$ cat config.mk
export PLATFORM = sky130hd
export DESIGN_NAME = hid_keyboard_report_to_key_queue_flat
export DESIGN_NICKNAME = d
export VERILOG_FILES = /design/src/sv/hkq_pkg.sv /design/src/sv/hkq_in_if.sv /design/src/sv/hkq_out_if.sv /design/src/sv/hkq_ram.sv /design/src/sv/hid_keyboard_report_to_key_queue.sv /design/src/flat_wrapper.sv
export SDC_FILE = /design/constraint.sdc
export NUM_CORES = 1
export LEC_CHECK = 0
export BUFFER_PORTS_ARGS = -buffer_cell sky130_fd_sc_hd__buf_2
export CORE_MARGIN = 3
export CORE_UTILIZATION = 45
export DETAILED_ROUTE_END_ITERATION = 16
export HOLD_SLACK_MARGIN = 0.02
export PLACE_DENSITY = 0.6
export SLEW_MARGIN = 5
export SYNTH_ARGS = -nofsm -noshare
export SYNTH_HDL_FRONTEND = slang
export SYNTH_HIERARCHICAL = 1
export SYNTH_SLANG_ARGS = --single-unit
$ cat constraint.sdc
create_clock -name i_clk -period 11.95 [get_ports i_clk]
set_input_delay 1.195 -clock i_clk [delete_from_list [all_inputs] [get_ports i_clk]]
set_output_delay 1.195 -clock i_clk [all_outputs]
set_load 0.01 [all_outputs]
$ cat src/sv/hkq_pkg.sv
// Shared types, codes and the usage-to-key translation for the HID key queue.
`default_nettype none

package hkq_pkg;

    // item kinds
    localparam logic [1:0] KIND_MOUNT   = 2'd0;
    localparam logic [1:0] KIND_UNMOUNT = 2'd1;
    localparam logic [1:0] KIND_REPORT  = 2'd2;
    localparam logic [1:0] KIND_READ    = 2'd3;

    // configuration register indexes
    localparam logic [0:0] CFG_ENTER = 1'b0;
    localparam logic [0:0] CFG_F10   = 1'b1;

    localparam logic [7:0] ENTER_RESET    = 8'd13;
    localparam logic [7:0] F10_RESET      = 8'd138;
    localparam logic [7:0] SHIFT_MASK     = 8'h22;
    localparam logic [6:0] MIN_REPORT_LEN = 7'd8;

    localparam int SLOTS     = 6;
    localparam int BANKS     = 8;
    localparam int BANK_BITS = 3;

    localparam logic [7:0] KEY_ESC   = 8'h1B;
    localparam logic [7:0] KEY_BKSP  = 8'h08;
    localparam logic [7:0] KEY_TAB   = 8'h09;
    localparam logic [7:0] KEY_SPACE = 8'h20;
    localparam logic [7:0] KEY_F1    = 8'h81;
    localparam logic [7:0] KEY_INS   = 8'hD1;
    localparam logic [7:0] KEY_HOME  = 8'hD2;
    localparam logic [7:0] KEY_DEL   = 8'hD4;
    localparam logic [7:0] KEY_RIGHT = 8'hB7;
    localparam logic [7:0] KEY_LEFT  = 8'hB4;
    localparam logic [7:0] KEY_DOWN  = 8'hB6;
    localparam logic [7:0] KEY_UP    = 8'hB5;

    typedef struct packed {
        logic       known;
        logic [7:0] code;
    } t_xlat;

    // top row digits, plain "1234567890", shifted "!@#$%^&*()"
    function automatic logic [7:0] digit_char(input logic [3:0] idx, input logic shift);
        logic [7:0] c;
        begin
            case ({shift, idx})
                5'h00: c = 8'h31;  5'h01: c = 8'h32;  5'h02: c = 8'h33;
                5'h03: c = 8'h34;  5'h04: c = 8'h35;  5'h05: c = 8'h36;
                5'h06: c = 8'h37;  5'h07: c = 8'h38;  5'h08: c = 8'h39;
                5'h09: c = 8'h30;
                5'h10: c = 8'h21;  5'h11: c = 8'h40;  5'h12: c = 8'h23;
                5'h13: c = 8'h24;  5'h14: c = 8'h25;  5'h15: c = 8'h5E;
                5'h16: c = 8'h26;  5'h17: c = 8'h2A;  5'h18: c = 8'h28;
                5'h19: c = 8'h29;
                default: c = 8'h00;
            endcase
            return c;
        end
    endfunction

    // - = [ ] \ (non-US hash) ; ' ` , . /
    function automatic logic [7:0] punct_char(input logic [3:0] idx, input logic shift);
        logic [7:0] c;
        begin
            case ({shift, idx})
                5'h00: c = 8'h2D;  5'h01: c = 8'h3D;  5'h02: c = 8'h5B;
                5'h03: c = 8'h5D;  5'h04: c = 8'h5C;  5'h06: c = 8'h3B;
                5'h07: c = 8'h27;  5'h08: c = 8'h60;  5'h09: c = 8'h2C;
                5'h0A: c = 8'h2E;  5'h0B: c = 8'h2F;
                5'h10: c = 8'h5F;  5'h11: c = 8'h2B;  5'h12: c = 8'h7B;
                5'h13: c = 8'h7D;  5'h14: c = 8'h7C;  5'h16: c = 8'h3A;
                5'h17: c = 8'h22;  5'h18: c = 8'h7E;  5'h19: c = 8'h3C;
                5'h1A: c = 8'h3E;  5'h1B: c = 8'h3F;
                default: c = 8'h00;
            endcase
            return c;
        end
    endfunction

    function automatic t_xlat translate(input logic [7:0] hid, input logic shift,
                                        input logic [7:0] enter_code,
                                        input logic [7:0] f10_code);
        t_xlat r;
        logic [7:0] off;
        begin
            r   = '{known: 1'b1, code: 8'h00};
            off = 8'h00;
            if (hid >= 8'h04 && hid <= 8'h1D) begin
                off    = hid - 8'h04;
                r.code = (shift ? 8'h41 : 8'h61) + off;
            end else if (hid >= 8'h1E && hid <= 8'h27) begin
                off    = hid - 8'h1E;
                r.code = digit_char(off[3:0], shift);
            end else if (hid >= 8'h2D && hid <= 8'h38 && hid != 8'h32) begin
                off    = hid - 8'h2D;
                r.code = punct_char(off[3:0], shift);
            end else if (hid >= 8'h3A && hid <= 8'h42) begin
                off    = hid - 8'h3A;
                r.code = KEY_F1 + off;
            end else begin
                case (hid)
                    8'h28:   r.code = enter_code;
                    8'h29:   r.code = KEY_ESC;
                    8'h2A:   r.code = KEY_BKSP;
                    8'h2B:   r.code = KEY_TAB;
                    8'h2C:   r.code = KEY_SPACE;
                    8'h43:   r.code = f10_code;
                    8'h49:   r.code = KEY_INS;
                    8'h4A:   r.code = KEY_HOME;
                    8'h4C:   r.code = KEY_DEL;
                    8'h4F:   r.code = KEY_RIGHT;
                    8'h50:   r.code = KEY_LEFT;
                    8'h51:   r.code = KEY_DOWN;
                    8'h52:   r.code = KEY_UP;
                    default: r.known = 1'b0;
                endcase
            end
            return r;
        end
    endfunction

endpackage

`default_nettype wire

$ cat src/sv/hkq_in_if.sv
// Input channel: one mount, unmount, report or read item per handshake.
`default_nettype none

interface hkq_in_if;
    logic       valid;
    logic       ready;
    logic [1:0] kind;
    logic [7:0] dev_addr;
    logic [7:0] interface_index;
    logic       is_keyboard;
    logic [6:0] report_length;
    logic [7:0] modifier;
    logic [7:0] key_slot_0;
    logic [7:0] key_slot_1;
    logic [7:0] key_slot_2;
    logic [7:0] key_slot_3;
    logic [7:0] key_slot_4;
    logic [7:0] key_slot_5;

    modport source (
        output valid, kind, dev_addr, interface_index, is_keyboard, report_length,
               modifier, key_slot_0, key_slot_1, key_slot_2, key_slot_3, key_slot_4,
               key_slot_5,
        input  ready
    );

    modport sink (
        input  valid, kind, dev_addr, interface_index, is_keyboard, report_length,
               modifier, key_slot_0, key_slot_1, key_slot_2, key_slot_3, key_slot_4,
               key_slot_5,
        output ready
    );
endinterface

`default_nettype wire

$ cat src/sv/hkq_out_if.sv
// Output channel: one popped key (or empty indication) per handshake.
`default_nettype none

interface hkq_out_if;
    logic       valid;
    logic       ready;
    logic       got_key;
    logic [7:0] key_code;

    modport source (
        output valid, got_key, key_code,
        input  ready
    );

    modport sink (
        input  valid, got_key, key_code,
        output ready
    );
endinterface

`default_nettype wire

$ cat src/sv/hkq_ram.sv
// Generic single write port RAM with enabled, registered read.
`default_nettype none

module hkq_ram #(
    parameter  int WIDTH = 8,
    parameter  int DEPTH = 16,
    localparam int AW    = (DEPTH > 1) ? $clog2(DEPTH) : 1
) (
    input  wire logic             i_clk,
    input  wire logic             i_we,
    input  wire logic [AW-1:0]    i_waddr,
    input  wire logic [WIDTH-1:0] i_wdata,
    input  wire logic             i_re,
    input  wire logic [AW-1:0]    i_raddr,
    output logic      [WIDTH-1:0] o_rdata
);

    logic [WIDTH-1:0] mem [DEPTH];

    always_ff @(posedge i_clk) begin
        if (i_we) begin
            mem[i_waddr] <= i_wdata;
        end
        if (i_re) begin
            o_rdata <= mem[i_raddr];
        end
    end

endmodule

`default_nettype wire

$ cat src/sv/hid_keyboard_report_to_key_queue.sv
// Top level: boot keyboard report decoder feeding a key queue.
//
// Usage
//   i_item (valid/ready) carries mount, unmount, report and read items. Only a
//   read item produces a result on o_key: got_key and the popped key_code,
//   or got_key = 0 and key_code = 0 when the queue is empty.
//   i_cfg_we/i_cfg_idx/i_cfg_data write enter_code (0) and f10_code (1); write
//   them only while the block is idle.
// Timing
//   One item per cycle unless o_key stalls or the map is being cleared. An item
//   is registered on acceptance (keyboard map read), processed once the result
//   register can advance, and a read result is then registered for o_key (key RAM read).
//   A report pushes up to six keys at once into an 8-bank key ring, one
//   bank per consecutive queue position, so each bank takes at most one write.
// Reset
//   Synchronous, active low. Queue pointers, previous keycodes and config
//   registers reset at once; the keyboard map RAM is then swept clear,
//   one entry a cycle over all MAX_DEVICES * MAX_INTERFACES entries, while
//   i_item.ready stays low.
// Back-pressure
//   The result register holds while o_key.ready is low; the item in
//   process waits behind it, and i_item.ready drops once that slot is full.
`default_nettype none

module hid_keyboard_report_to_key_queue #(
    parameter int QUEUE_DEPTH    = 16,
    parameter int MAX_DEVICES    = 5,
    parameter int MAX_INTERFACES = 4
) (
    input  wire logic       i_clk,
    input  wire logic       i_rst_n,
    hkq_in_if.sink          i_item,
    hkq_out_if.source       o_key,
    input  wire logic       i_cfg_we,
    input  wire logic [0:0] i_cfg_idx,
    input  wire logic [7:0] i_cfg_data
);

    localparam int NUM_ITF   = MAX_DEVICES * MAX_INTERFACES;
    localparam int MAP_AW    = (NUM_ITF > 1) ? $clog2(NUM_ITF) : 1;
    // physical ring is a power of two, at least two rows of eight banks;
    // the logical capacity is enforced by the fill count
    localparam int RING      = (QUEUE_DEPTH <= 16) ? 16 : (1 << $clog2(QUEUE_DEPTH));
    localparam int PTR_W     = $clog2(RING);
    localparam int ROW_DEPTH = RING / hkq_pkg::BANKS;
    localparam int ROW_W     = PTR_W - hkq_pkg::BANK_BITS;
    localparam int CNT_W     = $clog2(QUEUE_DEPTH);
    localparam int CMP_W     = CNT_W + 3;
    localparam logic [CNT_W-1:0]  CNT_MAX  = CNT_W'(QUEUE_DEPTH - 1);
    localparam logic [MAP_AW-1:0] MAP_LAST = MAP_AW'(NUM_ITF - 1);

    // ---------------- configuration ----------------
    logic [7:0] r_enter_code;
    logic [7:0] r_f10_code;

    always_ff @(posedge i_clk) begin
        if (!i_rst_n) begin
            r_enter_code <= hkq_pkg::ENTER_RESET;
            r_f10_code   <= hkq_pkg::F10_RESET;
        end else if (i_cfg_we) begin
            case (i_cfg_idx)
                hkq_pkg::CFG_ENTER: r_enter_code <= i_cfg_data;
                hkq_pkg::CFG_F10:   r_f10_code   <= i_cfg_data;
                default:            ;
            endcase
        end
    end

    // ---------------- handshake and flow ----------------
    logic r_clr_busy;
    logic [MAP_AW-1:0] r_clr_addr;
    logic r_s1_valid;
    logic r_out_valid;
    logic adv;
    logic s1_done;
    logic in_fire;

    assign adv          = !r_out_valid || o_key.ready;
    assign s1_done      = r_s1_valid && adv;
    assign i_item.ready = !r_clr_busy && (!r_s1_valid || adv);
    assign in_fire      = i_item.valid && i_item.ready;

    // ---------------- stage 1: input register ----------------
    logic              in_range;
    logic [MAP_AW-1:0] in_slot;

    assign in_range = (i_item.dev_addr < 8'(MAX_DEVICES))
                   && (i_item.interface_index < 8'(MAX_INTERFACES));
    assign in_slot  = MAP_AW'(i_item.dev_addr) * MAP_AW'(MAX_INTERFACES)
                    + MAP_AW'(i_item.interface_index);

    logic [1:0]        r_s1_kind;
    logic              r_s1_in_range;
    logic [MAP_AW-1:0] r_s1_slot;
    logic              r_s1_kbd;
    logic              r_s1_len_ok;
    logic              r_s1_shift;
    logic [7:0]        r_s1_raw [hkq_pkg::SLOTS];
    logic              r_fwd_hit;
    logic              r_fwd_val;

    // map write from the item completing now
    logic map_upd;
    logic map_upd_val;
    logic n_fwd_hit;

    assign map_upd     = s1_done && r_s1_in_range
                      && (r_s1_kind == hkq_pkg::KIND_MOUNT
                          || r_s1_kind == hkq_pkg::KIND_UNMOUNT);
    assign map_upd_val = (r_s1_kind == hkq_pkg::KIND_MOUNT) && r_s1_kbd;
    // the RAM returns old data when read and written at the same edge
    assign n_fwd_hit   = map_upd && in_range && (in_slot == r_s1_slot);

    always_ff @(posedge i_clk) begin
        if (!i_rst_n) begin
            r_s1_valid <= 1'b0;
        end else if (in_fire) begin
            r_s1_valid <= 1'b1;
        end else if (s1_done) begin
            r_s1_valid <= 1'b0;
        end
    end

    always_ff @(posedge i_clk) begin
        if (in_fire) begin
            r_s1_kind     <= i_item.kind;
            r_s1_in_range <= in_range;
            r_s1_slot     <= in_slot;
            r_s1_kbd      <= i_item.is_keyboard;
            r_s1_len_ok   <= i_item.report_length >= hkq_pkg::MIN_REPORT_LEN;
            r_s1_shift    <= (i_item.modifier & hkq_pkg::SHIFT_MASK) != 8'h00;
            r_s1_raw[0]   <= i_item.key_slot_0;
            r_s1_raw[1]   <= i_item.key_slot_1;
            r_s1_raw[2]   <= i_item.key_slot_2;
            r_s1_raw[3]   <= i_item.key_slot_3;
            r_s1_raw[4]   <= i_item.key_slot_4;
            r_s1_raw[5]   <= i_item.key_slot_5;
            r_fwd_hit     <= n_fwd_hit;
            r_fwd_val     <= map_upd_val;
        end
    end

    // ---------------- keyboard map RAM with clearing sweep ----------------
    logic              map_we;
    logic [MAP_AW-1:0] map_waddr;
    logic              map_wdata;
    logic              map_q;
    logic              map_bit;

    assign map_we    = r_clr_busy || map_upd;
    assign map_waddr = r_clr_busy ? r_clr_addr : r_s1_slot;
    assign map_wdata = !r_clr_busy && map_upd_val;

    hkq_ram #(
        .WIDTH (1),
        .DEPTH (NUM_ITF)
    ) u_map_ram (
        .i_clk   (i_clk),
        .i_we    (map_we),
        .i_waddr (map_waddr),
        .i_wdata (map_wdata),
        .i_re    (in_fire),
        .i_raddr (in_slot),
        .o_rdata (map_q)
    );

    assign map_bit = r_fwd_hit ? r_fwd_val : map_q;

    always_ff @(posedge i_clk) begin
        if (!i_rst_n) begin
            r_clr_busy <= 1'b1;
            r_clr_addr <= '0;
        end else if (r_clr_busy) begin
            r_clr_addr <= r_clr_addr + 1'b1;
            if (r_clr_addr == MAP_LAST) begin
                r_clr_busy <= 1'b0;
            end
        end
    end

    // ---------------- stage 2: report decode ----------------
    logic [7:0]       r_prev [hkq_pkg::SLOTS];
    logic [PTR_W-1:0] r_wr_ptr;
    logic [PTR_W-1:0] r_rd_ptr;
    logic [CNT_W-1:0] r_count;

    logic                 do_report;
    hkq_pkg::t_xlat       xl   [hkq_pkg::SLOTS];
    logic [hkq_pkg::SLOTS-1:0] held;
    logic [hkq_pkg::SLOTS-1:0] want;
    logic [hkq_pkg::SLOTS-1:0] take;
    logic [2:0]           rank [hkq_pkg::SLOTS];
    logic [2:0]           acc;
    logic [2:0]           n_push;
    logic [CNT_W-1:0]     free_cnt;

    assign do_report = (r_s1_kind == hkq_pkg::KIND_REPORT) && r_s1_in_range
                    && map_bit && r_s1_len_ok;
    assign free_cnt  = CNT_MAX - r_count;

    always_comb begin
        acc    = 3'd0;
        n_push = 3'd0;
        for (int i = 0; i < hkq_pkg::SLOTS; i++) begin
            held[i] = 1'b0;
            for (int j = 0; j < hkq_pkg::SLOTS; j++) begin
                held[i] = held[i] || (r_prev[j] == r_s1_raw[i]);
            end
            xl[i]   = hkq_pkg::translate(r_s1_raw[i], r_s1_shift, r_enter_code, r_f10_code);
            // usage 0 (none) and 1 (rollover) are skipped
            want[i] = (r_s1_raw[i][7:1] != 7'd0) && !held[i] && xl[i].known;
            rank[i] = acc;
            take[i] = want[i] && (CMP_W'(acc) < CMP_W'(free_cnt));
            acc     = acc + {2'b00, want[i]};
            n_push  = n_push + {2'b00, take[i]};
        end
    end

    // key ring banks: consecutive positions fall in distinct banks
    logic             bank_we    [hkq_pkg::BANKS];
    logic [ROW_W-1:0] bank_waddr [hkq_pkg::BANKS];
    logic [7:0]       bank_wdata [hkq_pkg::BANKS];
    logic             bank_re    [hkq_pkg::BANKS];
    logic [7:0]       bank_q     [hkq_pkg::BANKS];
    logic [2:0]       bank_ofs   [hkq_pkg::BANKS];
    logic [PTR_W-1:0] bank_pos   [hkq_pkg::BANKS];

    logic do_pop;
    logic q_nonempty;

    assign q_nonempty = r_count != '0;
    assign do_pop     = s1_done && (r_s1_kind == hkq_pkg::KIND_READ) && q_nonempty;

    always_comb begin
        for (int b = 0; b < hkq_pkg::BANKS; b++) begin
            bank_ofs[b]   = 3'(b) - r_wr_ptr[2:0];
            bank_pos[b]   = r_wr_ptr + PTR_W'(bank_ofs[b]);
            bank_we[b]    = s1_done && do_report && (bank_ofs[b] < n_push);
            bank_waddr[b] = bank_pos[b][PTR_W-1:hkq_pkg::BANK_BITS];
            bank_wdata[b] = 8'h00;
            for (int i = 0; i < hkq_pkg::SLOTS; i++) begin
                if (take[i] && rank[i] == bank_ofs[b]) begin
                    bank_wdata[b] = xl[i].code;
                end
            end
            bank_re[b]    = do_pop && (r_rd_ptr[2:0] == 3'(b));
        end
    end

    for (genvar b = 0; b < hkq_pkg::BANKS; b++) begin : g_bank
        hkq_ram #(
            .WIDTH (8),
            .DEPTH (ROW_DEPTH)
        ) u_key_ram (
            .i_clk   (i_clk),
            .i_we    (bank_we[b]),
            .i_waddr (bank_waddr[b]),
            .i_wdata (bank_wdata[b]),
            .i_re    (bank_re[b]),
            .i_raddr (r_rd_ptr[PTR_W-1:hkq_pkg::BANK_BITS]),
            .o_rdata (bank_q[b])
        );
    end

    // ---------------- queue and previous-code state ----------------
    logic push_now;

    assign push_now = s1_done && do_report;

    always_ff @(posedge i_clk) begin
        if (!i_rst_n) begin
            r_wr_ptr <= '0;
            r_rd_ptr <= '0;
            r_count  <= '0;
            for (int i = 0; i < hkq_pkg::SLOTS; i++) begin
                r_prev[i] <= 8'h00;
            end
        end else begin
            if (push_now) begin
                r_wr_ptr <= r_wr_ptr + PTR_W'(n_push);
                r_count  <= r_count + CNT_W'(n_push);
                for (int i = 0; i < hkq_pkg::SLOTS; i++) begin
                    r_prev[i] <= r_s1_raw[i];
                end
            end else if (do_pop) begin
                r_rd_ptr <= r_rd_ptr + 1'b1;
                r_count  <= r_count - 1'b1;
            end else if (s1_done && r_s1_kind == hkq_pkg::KIND_UNMOUNT) begin
                for (int i = 0; i < hkq_pkg::SLOTS; i++) begin
                    r_prev[i] <= 8'h00;
                end
            end
        end
    end

    // ---------------- result register ----------------
    logic       r_out_got;
    logic [2:0] r_out_bank;

    always_ff @(posedge i_clk) begin
        if (!i_rst_n) begin
            r_out_valid <= 1'b0;
        end else if (s1_done && r_s1_kind == hkq_pkg::KIND_READ) begin
            r_out_valid <= 1'b1;
        end else if (o_key.ready) begin
            r_out_valid <= 1'b0;
        end
    end

    always_ff @(posedge i_clk) begin
        if (s1_done && r_s1_kind == hkq_pkg::KIND_READ) begin
            r_out_got  <= q_nonempty;
            r_out_bank <= r_rd_ptr[2:0];
        end
    end

    // bank read registers hold while the result waits, no new pop is issued
    assign o_key.valid    = r_out_valid;
    assign o_key.got_key  = r_out_got;
    assign o_key.key_code = r_out_got ? bank_q[r_out_bank] : 8'h00;

`ifndef SYNTHESIS
    a_count_cap: assert property (@(posedge i_clk) disable iff (!i_rst_n)
        r_count <= CNT_MAX)
        else $error("key queue over capacity");

    a_ptr_count: assert property (@(posedge i_clk) disable iff (!i_rst_n)
        (r_wr_ptr - r_rd_ptr) == PTR_W'(r_count))
        else $error("queue pointers disagree with fill count");

    a_clr_block: assert property (@(posedge i_clk) disable iff (!i_rst_n)
        r_clr_busy |-> !i_item.ready)
        else $error("item accepted during map clearing");

    a_read_result: assert property (@(posedge i_clk) disable iff (!i_rst_n)
        (s1_done && r_s1_kind == hkq_pkg::KIND_READ) |=> r_out_valid)
        else $error("read item gave no result");

    a_no_push_pop: assert property (@(posedge i_clk) disable iff (!i_rst_n)
        !(do_pop && push_now && n_push != 3'd0))
        else $error("push and pop in the same cycle");
`endif

endmodule

`default_nettype wire
$ cat src/flat_wrapper.sv
// flat-port wrapper written by rule: the top's interface ports become plain ports
module hid_keyboard_report_to_key_queue_flat 
#(
    parameter int QUEUE_DEPTH    = 16,
    parameter int MAX_DEVICES    = 5,
    parameter int MAX_INTERFACES = 4
)
  (i_clk, i_rst_n, i_cfg_we, i_cfg_idx, i_cfg_data, i_item_valid, i_item_kind, i_item_dev_addr, i_item_interface_index, i_item_is_keyboard, i_item_report_length, i_item_modifier, i_item_key_slot_0, i_item_key_slot_1, i_item_key_slot_2, i_item_key_slot_3, i_item_key_slot_4, i_item_key_slot_5, i_item_ready, o_key_valid, o_key_got_key, o_key_key_code, o_key_ready);
  hkq_in_if i_item_i ();
  hkq_out_if o_key_i ();
  input  wire logic i_clk;
  input  wire logic i_rst_n;
  input  wire logic i_cfg_we;
  input  wire logic [0:0] i_cfg_idx;
  input  wire logic [7:0] i_cfg_data;
  input wire logic [$bits(i_item_i.valid)-1:0] i_item_valid;
  input wire logic [$bits(i_item_i.kind)-1:0] i_item_kind;
  input wire logic [$bits(i_item_i.dev_addr)-1:0] i_item_dev_addr;
  input wire logic [$bits(i_item_i.interface_index)-1:0] i_item_interface_index;
  input wire logic [$bits(i_item_i.is_keyboard)-1:0] i_item_is_keyboard;
  input wire logic [$bits(i_item_i.report_length)-1:0] i_item_report_length;
  input wire logic [$bits(i_item_i.modifier)-1:0] i_item_modifier;
  input wire logic [$bits(i_item_i.key_slot_0)-1:0] i_item_key_slot_0;
  input wire logic [$bits(i_item_i.key_slot_1)-1:0] i_item_key_slot_1;
  input wire logic [$bits(i_item_i.key_slot_2)-1:0] i_item_key_slot_2;
  input wire logic [$bits(i_item_i.key_slot_3)-1:0] i_item_key_slot_3;
  input wire logic [$bits(i_item_i.key_slot_4)-1:0] i_item_key_slot_4;
  input wire logic [$bits(i_item_i.key_slot_5)-1:0] i_item_key_slot_5;
  output wire logic [$bits(i_item_i.ready)-1:0] i_item_ready;
  output wire logic [$bits(o_key_i.valid)-1:0] o_key_valid;
  output wire logic [$bits(o_key_i.got_key)-1:0] o_key_got_key;
  output wire logic [$bits(o_key_i.key_code)-1:0] o_key_key_code;
  input wire logic [$bits(o_key_i.ready)-1:0] o_key_ready;
  assign i_item_i.valid = i_item_valid;
  assign i_item_i.kind = i_item_kind;
  assign i_item_i.dev_addr = i_item_dev_addr;
  assign i_item_i.interface_index = i_item_interface_index;
  assign i_item_i.is_keyboard = i_item_is_keyboard;
  assign i_item_i.report_length = i_item_report_length;
  assign i_item_i.modifier = i_item_modifier;
  assign i_item_i.key_slot_0 = i_item_key_slot_0;
  assign i_item_i.key_slot_1 = i_item_key_slot_1;
  assign i_item_i.key_slot_2 = i_item_key_slot_2;
  assign i_item_i.key_slot_3 = i_item_key_slot_3;
  assign i_item_i.key_slot_4 = i_item_key_slot_4;
  assign i_item_i.key_slot_5 = i_item_key_slot_5;
  assign i_item_ready = i_item_i.ready;
  assign o_key_valid = o_key_i.valid;
  assign o_key_got_key = o_key_i.got_key;
  assign o_key_key_code = o_key_i.key_code;
  assign o_key_i.ready = o_key_ready;
  hid_keyboard_report_to_key_queue #(.QUEUE_DEPTH(QUEUE_DEPTH), .MAX_DEVICES(MAX_DEVICES), .MAX_INTERFACES(MAX_INTERFACES)) u_core (.i_clk(i_clk), .i_rst_n(i_rst_n), .i_item(i_item_i), .o_key(o_key_i), .i_cfg_we(i_cfg_we), .i_cfg_idx(i_cfg_idx), .i_cfg_data(i_cfg_data));
endmodule
# After elaboration in Yosys (flattened, before gate mapping)
# Memory sizes are Yosys's and may differ from the RTL's. A register that Yosys moved wholly into a read port is not among the register bits.
# Index checks and enable logic that the tools add are counted.
# totals
elab_cells	729
ff_bits	53
in_bits	96
n_memories	23
mem_bits_rw	244
out_inout_bits	11
mem_bits_ro	2688
# memory_table
name	depth	width	read_ports	rd_ports_with_merged_regs	wr	line	text
(name not given)	32	7	1	0	0	hkq_pkg.sv:47	case ({shift, idx})
(name not given)	32	7	1	0	0	hkq_pkg.sv:66	case ({shift, idx})
(name not given)	32	7	1	0	0	hkq_pkg.sv:47	
(name not given)	32	7	1	0	0	hkq_pkg.sv:66	
(name not given)	32	7	1	0	0	hkq_pkg.sv:47	
(name not given)	32	7	1	0	0	hkq_pkg.sv:66	
17 more memories	-	-	-	-	-	-	
# classes
n_reduce_logical	202
order_cmp	66
eq_ne	172
bitwise	15
mux	164
addsub	68
# ops
operator	count
two-way mux 8 bit	87
case mux 8 bit (13 select lines)	6
== test 8 x 7 -> 1 bit, second input constant	48
== test 8 bit	36
== test 8 x 6 -> 1 bit, second input constant	30
logical AND 1 bit	129
== test 3 bit	32
>= comparator 8 x 6 -> 1 bit, second input constant	12
less-or-equal comparator 8 x 6 -> 1 bit, second input constant	12
OR reduction 13 bit	6
two-way mux 1 bit	66
adder 8 bit	6
adder 8 bit, first input constant	6
>= comparator 8 x 3 -> 1 bit, second input constant	6
>= comparator 8 x 5 -> 1 bit, second input constant	6
less-or-equal comparator 8 x 5 -> 1 bit, second input constant	6
less-or-equal comparator 8 x 7 -> 1 bit, second input constant	6
inequality test 8 x 6 -> 1 bit, second input constant	6
subtractor 4 bit, second input constant	12
subtractor 8 x 3 -> 8 bit, second input constant	6
subtractor 8 x 6 -> 8 bit, second input constant	6
nonzero test 7 bit	6
adder 4 x 3 -> 4 bit	10
logical OR 1 bit	34
39 further kinds	107

# Depth between registers and ports, before layout
# Gate-level depths: netlist of the first run.
# An unclocked memory read counts as a cell.
# logic_depth
depth_word	21
depth_mapped	36
mapped_depth_nobuf	33

# Cells and area by module
# Netlist of the first run, hierarchy kept.
# by_module_without_submodules
module	area_per_inst_um2	cells_each	instances
hid_keyboard_report_to_key_queue	25464.4	3331	1
hkq_ram (u_core.g_bank[0].u_key_ram ...)	864.6	35	8
hkq_ram (u_core.u_map_ram)	943.4	59	1

# Least setup slack after synthesis of the first run
# No wires, ideal clock.
# synth_timing
path_type	reg-to-reg
from	mem u_core.r_s1_raw[2][0]
to	mem u_core.g_bank[3].u_key_ram.mem[0][0] (enable)
n_path_buf	3
t_arrival_ns	8.105
path_stages_with_launch	34
setup_slack_ns	3.472
t_required_ns	11.577
synth_period_minus_slack_ns	8.478
path_cell_list	edfxtp_1 -> clkbuf_1 -> clkbuf_1 -> inv_1 -> ha_1 -> clkbuf_1 -> o41ai_1 -> a21oi_1 -> nor4_1 -> nand4b_1 -> nor4b_1 -> fa_1 -> ha_1 -> inv_1 -> fa_1 -> inv_1 -> ha_1 -> xnor2_1 -> ha_1 -> o21a_1 -> o21ai_0 -> o2111a_1 -> nand3_1 -> fa_1 -> inv_1 -> ha_1 -> inv_1 -> fa_1 -> inv_1 -> ha_1 -> a22o_1 -> nor2b_1 -> nor3_1 -> nor2b_1
# synth_lines
element	line	text
start, declared	hid_keyboard_report_to_key_queue.sv:98	logic [7:0] r_s1_raw [hkq_pkg::SLOTS];
end, declared	hkq_ram.sv:18	logic [WIDTH-1:0] mem [DEPTH];

==> results of run 1 <==
## through the flow
stage	hold WS [ns]	util (%)
detailed placement	0.519	47.0
floorplan	0.486	-
CTS	0.520	48.9
finish	0.518	48.9
global placement	0.513	47.0
global route	0.527	48.9
## cell usage after synthesis (13+ instances only)
library cell and n:
a211oi_1 64, clkbuf_1 194, or3_1 38, nand3b_1 15
ha_1 212, nand2_1 293, and3_1 78, a2111oi_0 15
nand4_1 68, inv_1 147, nor2b_1 42, o211ai_1 36
a211o_1 15, o21ai_0 127, mux4_2 19, and2_1 39
a31oi_1 46, nor3b_1 18, buf_1 43, o221ai_1 26
o311ai_0 13, edfxtp_1 326, mux2i_1 43, a221oi_1 41
a21boi_0 19, xor2_1 170, nand3_1 93, o22ai_1 31
a22oi_1 22, dfxtp_1 36, nor3_1 75, a221o_1 13
o21a_1 22, nor4_1 57, a21oi_1 197, buf_2 50
o31ai_1 26, nand2b_1 25, nor2_1 244, xnor2_1 231
mux2_4 64, a21o_1 21
## layout make-up
type	instances	area share, %
Sequential cell	362	29.4
Tap cell	959	3.35
Antenna cell	1	0.00699
Clock inverter	21	0.573
Timing Repair Buffer	177	3.03
Multi-Input combinational cell	2853	58.7
Clock buffer	56	3.34
Inverter	152	1.59
## worst max-delay path by stage
stage	from	end	slack, ns	cells after the start
5_1_grt	u_core/r_s1_raw[1][3]$_DFFE_PP_	u_core/g_bank[3].u_key_ram/mem[0][1]$_DFFE_PP_	0.83	31
4_1_cts	u_core/r_s1_raw[1][3]$_DFFE_PP_	u_core/g_bank[3].u_key_ram/mem[0][1]$_DFFE_PP_	1.49	31
2_1_floorplan	u_core/r_s1_raw[2][0]$_DFFE_PP_	u_core/g_bank[3].u_key_ram/mem[0][0]$_DFFE_PP_	3.47	33
3_3_place_gp	u_core/r_s1_raw[1][1]$_DFFE_PP_	u_core/g_bank[0].u_key_ram/mem[0][4]$_DFFE_PP_	1.64	29
3_5_place_dp	u_core/r_s1_raw[1][1]$_DFFE_PP_	u_core/g_bank[3].u_key_ram/mem[0][5]$_DFFE_PP_	1.51	31
6_report	u_core/r_s1_raw[1][1]$_DFFE_PP_	u_core/g_bank[3].u_key_ram/mem[0][1]$_DFFE_PP_	1.44	31
## sequential cells by signal (all words and copies together), names as in the netlist, 8 cells and up
name                             cells
u_core/r_s1_raw                     48
u_core/r_enter_code                  8
u_core/r_f10_code                    8
u_core/g_bank.u_key_ram/mem        128
u_core/r_prev                       48
u_core/u_map_ram/mem                20
u_core/g_bank.u_key_ram/o_rdata     64
## cells by family after synthesis
kind of cell | synth area share [%]
adder cells (fa/ha/maj) | 8.44
AO/OA/AOI/OAI | 19.2
flip-flops | 31.5
multiplexers | 6.23
buffers and inverters | 5.59
AND/OR/NAND/NOR | 18.4
XOR/XNOR | 10.6
## metal layers
layer,GRT usage (%),vias up
met1,41.0,14112
met4,11.5,0
met3,6.68,352
li1,-,13478
met2,45.2,1711
met5,0,-
## power groups by stage
stage	sequential (mW)	clock, mW	combinational [mW]
3_3_place_gp	1.44	0	0.0981
6_report	1.42	1.30	0.101
3_5_place_dp	1.44	0	0.0996
2_1_floorplan	1.41	0	0.0783
4_1_cts	1.41	1.33	0.100
5_1_grt	1.41	1.38	0.110
==> results_dict.tcl, run 1 <==
set metrics [dict create \
    required_ns 12.17 \
    wl_met3_um 12900 \
    final_cell_mix "edfxtp_1, nand2_1, nor2_1, xnor2_1, ha_1" \
    slowest_delay_ns 0.97 \
    synthCells 3670 \
    worst-path-buf-inv 7 \
    finalMaxSlewViolations 0 \
    gp_congestion 1.01 \
    synth_flop_cell "edfxtp_1" \
    die_height_um 278 \
    grt_max_degree 70 \
    synthesis.nets 3986 \
    fillers 6941 \
    clkSinkCount 362 \
    wirelength_um 119000 \
    vias 29653 \
    grt_usage_pct 29.6 \
    cts_tree "yes" \
    drive_above_1_share_pct 11.4 \
    r2r_slack_ns 1.44 \
    drtIter0Drc 3919 \
    power.leakage_nw 13.3 \
    final_common_cell "edfxtp_1" \
    ys_seq_area_share_pct 31.5 \
    dr.pass1.iters 6 \
    grt_pass1_wl_um 177000 \
    seq_area_um2 10500 \
    wl_met2_um 51500 \
    netlist_area_um2 33300 \
    cts_hold_buf 0 \
    hpwlAfterDp_um 86100 \
    avgViaCountPerCell 6.47 \
    critPathTopFamily "adder cells" \
    cts_setup_buffers 0 \
    p_switching_mw 0.650 \
    place_area_um2 34400 \
    synthArstFlopShare_pct 0 \
    yosysWarnings 6 \
    max_cap_violations 0 \
    whs_path_depth 1 \
    end_kind "flop" \
    yosysTopAreaCellShare_pct 29.4 \
    finalHoldViolCount 0 \
    fmax_mhz 95.2 \
    p_clk_share_pct 46.0 \
    fin_crit_sh_pct 87.9 \
    multi_input_area_um2 21000 \
    peakVddDrop_v 0.0000945 \
    finalInstanceArea_um2 35800 \
    r2r_cells 31 \
    crit_top_cell "inv_1" \
    comb_power_share_pct 3.6 \
    crit_fanout 19 \
    synth_cell_types 111 \
    tightestPinTransition_ns 1.27 \
    wl_met1_um 49600 \
    r2r_end "u_core/g_bank[3].u_key_ram/mem[0][1]$_DFFE_PP_" \
    fin_ws_ns 1.44 \
    synth_area_leader_cell "edfxtp_1" \
    num_rows 99 \
    fin_cells 4581 \
    outcome "finished, final reports clean" \
    hold_path_class "reg -> reg" \
    die_area_um2 77400 \
    setup-violations-final 0 \
    avgSynthCellArea_um2 9.08 \
    min-delay-start "u_core/g_bank[0].u_key_ram/mem[0][5]$_DFFE_PP_" \
    cp-start-kind "flop" \
    synthToLayoutAreaGrowth_pct 7.38 \
    pre_cts_slack_ns 1.51 \
    chipWidth_um 278 \
    final_antenna_net_count 0 \
    htree_levels 2 \
    skew_ns 0.0732 \
    synth_area_leaders "edfxtp_1, ha_1, xnor2_1" \
    p_int_mw 2.16 \
    path_class "reg -> reg" \
    layout_min_cycle_time_ns 10.51 \
    place_inst 4503 \
    cts_buffers 42 \
    grt_antenna_before_repair 2 \
    top_layer_used "met4" \
    rr_startpoint "u_core/r_s1_raw[1][1]$_DFFE_PP_" \
    grt_pass1_vias 27369 \
    max-slew-margin-rel_pct 14.7 \
    cp.arrival_ns 10.73 \
    grt_remaining_overflow 0 \
    final_nets 3904 \
    drc 0 \
    clockRootBuffer "clkbuf_16" \
    p_total_mw 2.81 \
    p_sw_share_pct 23.1 \
    clock_path_buffers 3 \
    start_util_pct 45.5 \
    rsz0062_at_grt "false" \
    coreArea_um2 73200 \
    seqPwrFrac_pct 50.4 \
    whs_endpoint "u_core/g_bank[0].u_key_ram/o_rdata[5]$_DFFE_PP_" \
    port-buffer-count 97 \
    powerDensity_nw_per_um2 78.6 \
    slowest_stage "edfxtp_1" \
    cts_resized 0 \
    wl_per_cell_um 26.0 \
    synth_edf_count 326 \
    tns_ns 0 \
    insertion_delay_ns 0.63 \
    cts.clk_slew.worst_paths_ns 0.06 \
    io_pins 107 \
    synth_seq_cells 362 \
]
No activity file was read; power rests on OpenSTA's default activity.
==> run 2, diff against run 1 <==
--- a/config.mk
+++ b/config.mk
@@ -11,6 +11,7 @@
 export DETAILED_ROUTE_END_ITERATION = 16
 export HOLD_SLACK_MARGIN = 0.02
 export PLACE_DENSITY = 0.6
+export RECOVER_POWER = 25
 export SLEW_MARGIN = 5
 export SYNTH_ARGS = -nofsm -noshare
 export SYNTH_HDL_FRONTEND = slang
==> run 2 against run 1 <==
Against the previous run: sequential share of layout area increased by 0.18 points; critical endpoint unchanged; total power about the same; count of clock-buffer cells in the layout unchanged; final cell count about the same; the run now ends with max-capacitance violations, max-slew violations left; largest power group unchanged.
==> results_dict.tcl, run 2 (synthesis gave the netlist of run 1 again) <==
set metrics [dict create \
    outcome "complete, but fails checks" \
    use_met2_pct 45.2 \
    chipWidth_um 278 \
    insertedDiodeCount 0 \
    holdWs_ns 0.514 \
    grt_max_degree 70 \
    clock_path_buffers 3 \
    violations "max-capacitance violations, max-slew violations" \
    final_cell_mix "edfxtp_1, nand2_1, nor2_1, xnor2_1, ha_1" \
    vias 29640 \
    synthToLayoutAreaGrowth_pct 6.68 \
    coreArea_um2 73200 \
    max-slew-margin-rel_pct -110 \
    final_antenna_net_count 0 \
    clockRootBuffer "clkbuf_16" \
    largest_reg_flops 128 \
    cts_resized 0 \
    avgViaCountPerCell 6.47 \
    crit_top_cell "inv_1" \
    cts_hold_buf 0 \
    grt_remaining_overflow 0 \
    final_nets 3904 \
    fin_crit_sh_pct 88.6 \
    hold_path_class "reg -> reg" \
    io_pins 107 \
    required_ns 12.17 \
    top_regs "u_core/g_bank.u_key_ram/mem x128, u_core/g_bank.u_key_ram/o_rdata x64" \
    port-buffer-count 97 \
    max_cap_violations 3 \
    peakVddDrop_v 0.0000942 \
    regMostFlops "u_core/g_bank.u_key_ram/mem" \
    insertion_delay_ns 0.63 \
    wl_per_cell_um 26.1 \
    tightestPinTransition_ns 3.15 \
    grt_pass1_wl_um 177000 \
    cp.arrival_ns 10.80 \
    die_height_um 278 \
    final_common_cell "edfxtp_1" \
    use_met3_pct 6.68 \
    drtIter0Drc 3872 \
    slowest_delay_ns 0.96 \
    finalMaxSlewViolations 144 \
    power.leakage_nw 13.0 \
    drive_above_1_share_pct 9.33 \
    setup-violations-final 0 \
    cts.clk_slew.worst_paths_ns 0.06 \
    crit_fanout 19 \
    htree_levels 2 \
    fmax_mhz 94.5 \
    layout_min_cycle_time_ns 10.58 \
    gp_congestion 1.01 \
    cts_tree "yes" \
    cp-start-kind "flop" \
    finalHoldViolCount 0 \
    grt_pass1_vias 27369 \
    dr.pass1.iters 6 \
    cts_buffers 42 \
    busiest_layer "met2" \
    seq_area_um2 10500 \
    num_rows 99 \
    grt_antenna_before_repair 2 \
    end_kind "flop" \
    cts_setup_buffers 0 \
    wirelength_um 119000 \
    start_util_pct 45.5 \
    skew_ns 0.0707 \
    powerDensity_nw_per_um2 79.1 \
    grt.met1_usage_pct 41.0 \
    rsz0062_at_grt "false" \
    fillers 7003 \
    multi_input_area_um2 20800 \
    die_area_um2 77400 \
    hpwlAfterDp_um 86100 \
    grt_usage_pct 29.6 \
    clkSinkCount 362 \
    drc 0 \
    tns_ns 0 \
    path_class "reg -> reg" \
    slowest_stage "edfxtp_1" \
]
-- run 2: cell types whose count changed in the layout (fill, tap and decap cells not counted), moves of 3 or more --
| cell | delta |
|---|---|
| mux2_1 | +53 |
| mux2_4 | -53 |
| clkbuf_1 | +18 |
| buf_2 | -16 |
| and2_0 | +3 |
-- run 2: stage by stage --
stage          instances  util [%]  instance area [um^2]  total power, mW  worst slack (ns)
6_report            4580      48.6                 35500             2.81              1.37
5_1_grt             4580      48.6                 35500             2.90             0.833
4_1_cts             4580      48.9                 35800             2.84              1.49
3_5_place_dp        4503      47.0                 34400             1.54              1.51
3_3_place_gp        4503      47.0                 34400             1.54              1.64
2_1_floorplan       3670         -                 33300             1.49              3.47
-- run 2: layout make-up --
cell class	instances	share of cell area [%]
tap	959	3.38
sequential	362	29.6
inverter	152	1.60
clock buffer	56	3.36
multi-input combinational	2853	58.5
clock inverter	21	0.577
timing repair buffer	177	2.98
-- run 2: layer usage --
layer / routed length, um / up-vias / part of all wire [%]
met5: 0 / - / 0
met4: 5430 / 0 / 4.5
met3: 12300 / 369 / 10
met2: 51500 / 1647 / 43
met1: 50200 / 14140 / 42
li1: - / 13484 / -
-- run 2: worst max-delay path: cells and delay by family (launching register included) --
family	cells	cell delay, ns
adders and majority gates	10	4.12
buffers and inverters	7	0.87
AOI/OAI and AO/OA	9	2.07
and+or+nand+nor	4	1.73
xor gates and xnor gates	1	0.44
DFF	1	0.96
-- run 2: worst paths after layout --
kind	slack, ns	cells past startpoint	startpoint	to
worst min register to register	0.51	1	u_core/g_bank[0].u_key_ram/mem[0][5]$_DFFE_PP_	u_core/g_bank[0].u_key_ram/o_rdata[5]$_DFFE_PP_
worst max register to register	1.37	31	u_core/r_s1_raw[1][1]$_DFFE_PP_	u_core/g_bank[3].u_key_ram/mem[0][1]$_DFFE_PP_
worst max-delay path	1.37	31	u_core/r_s1_raw[1][1]$_DFFE_PP_	u_core/g_bank[3].u_key_ram/mem[0][1]$_DFFE_PP_
worst min-delay path	0.51	1	u_core/g_bank[0].u_key_ram/mem[0][5]$_DFFE_PP_	u_core/g_bank[0].u_key_ram/o_rdata[5]$_DFFE_PP_
-- run 2: power breakdown --
group          internal [mW]  leakage (nW)  switching, mW
registers               1.38          3.27         0.0401
logic                 0.0481          9.07         0.0520
clock network          0.738         0.683          0.556
total                   2.16          13.0          0.648
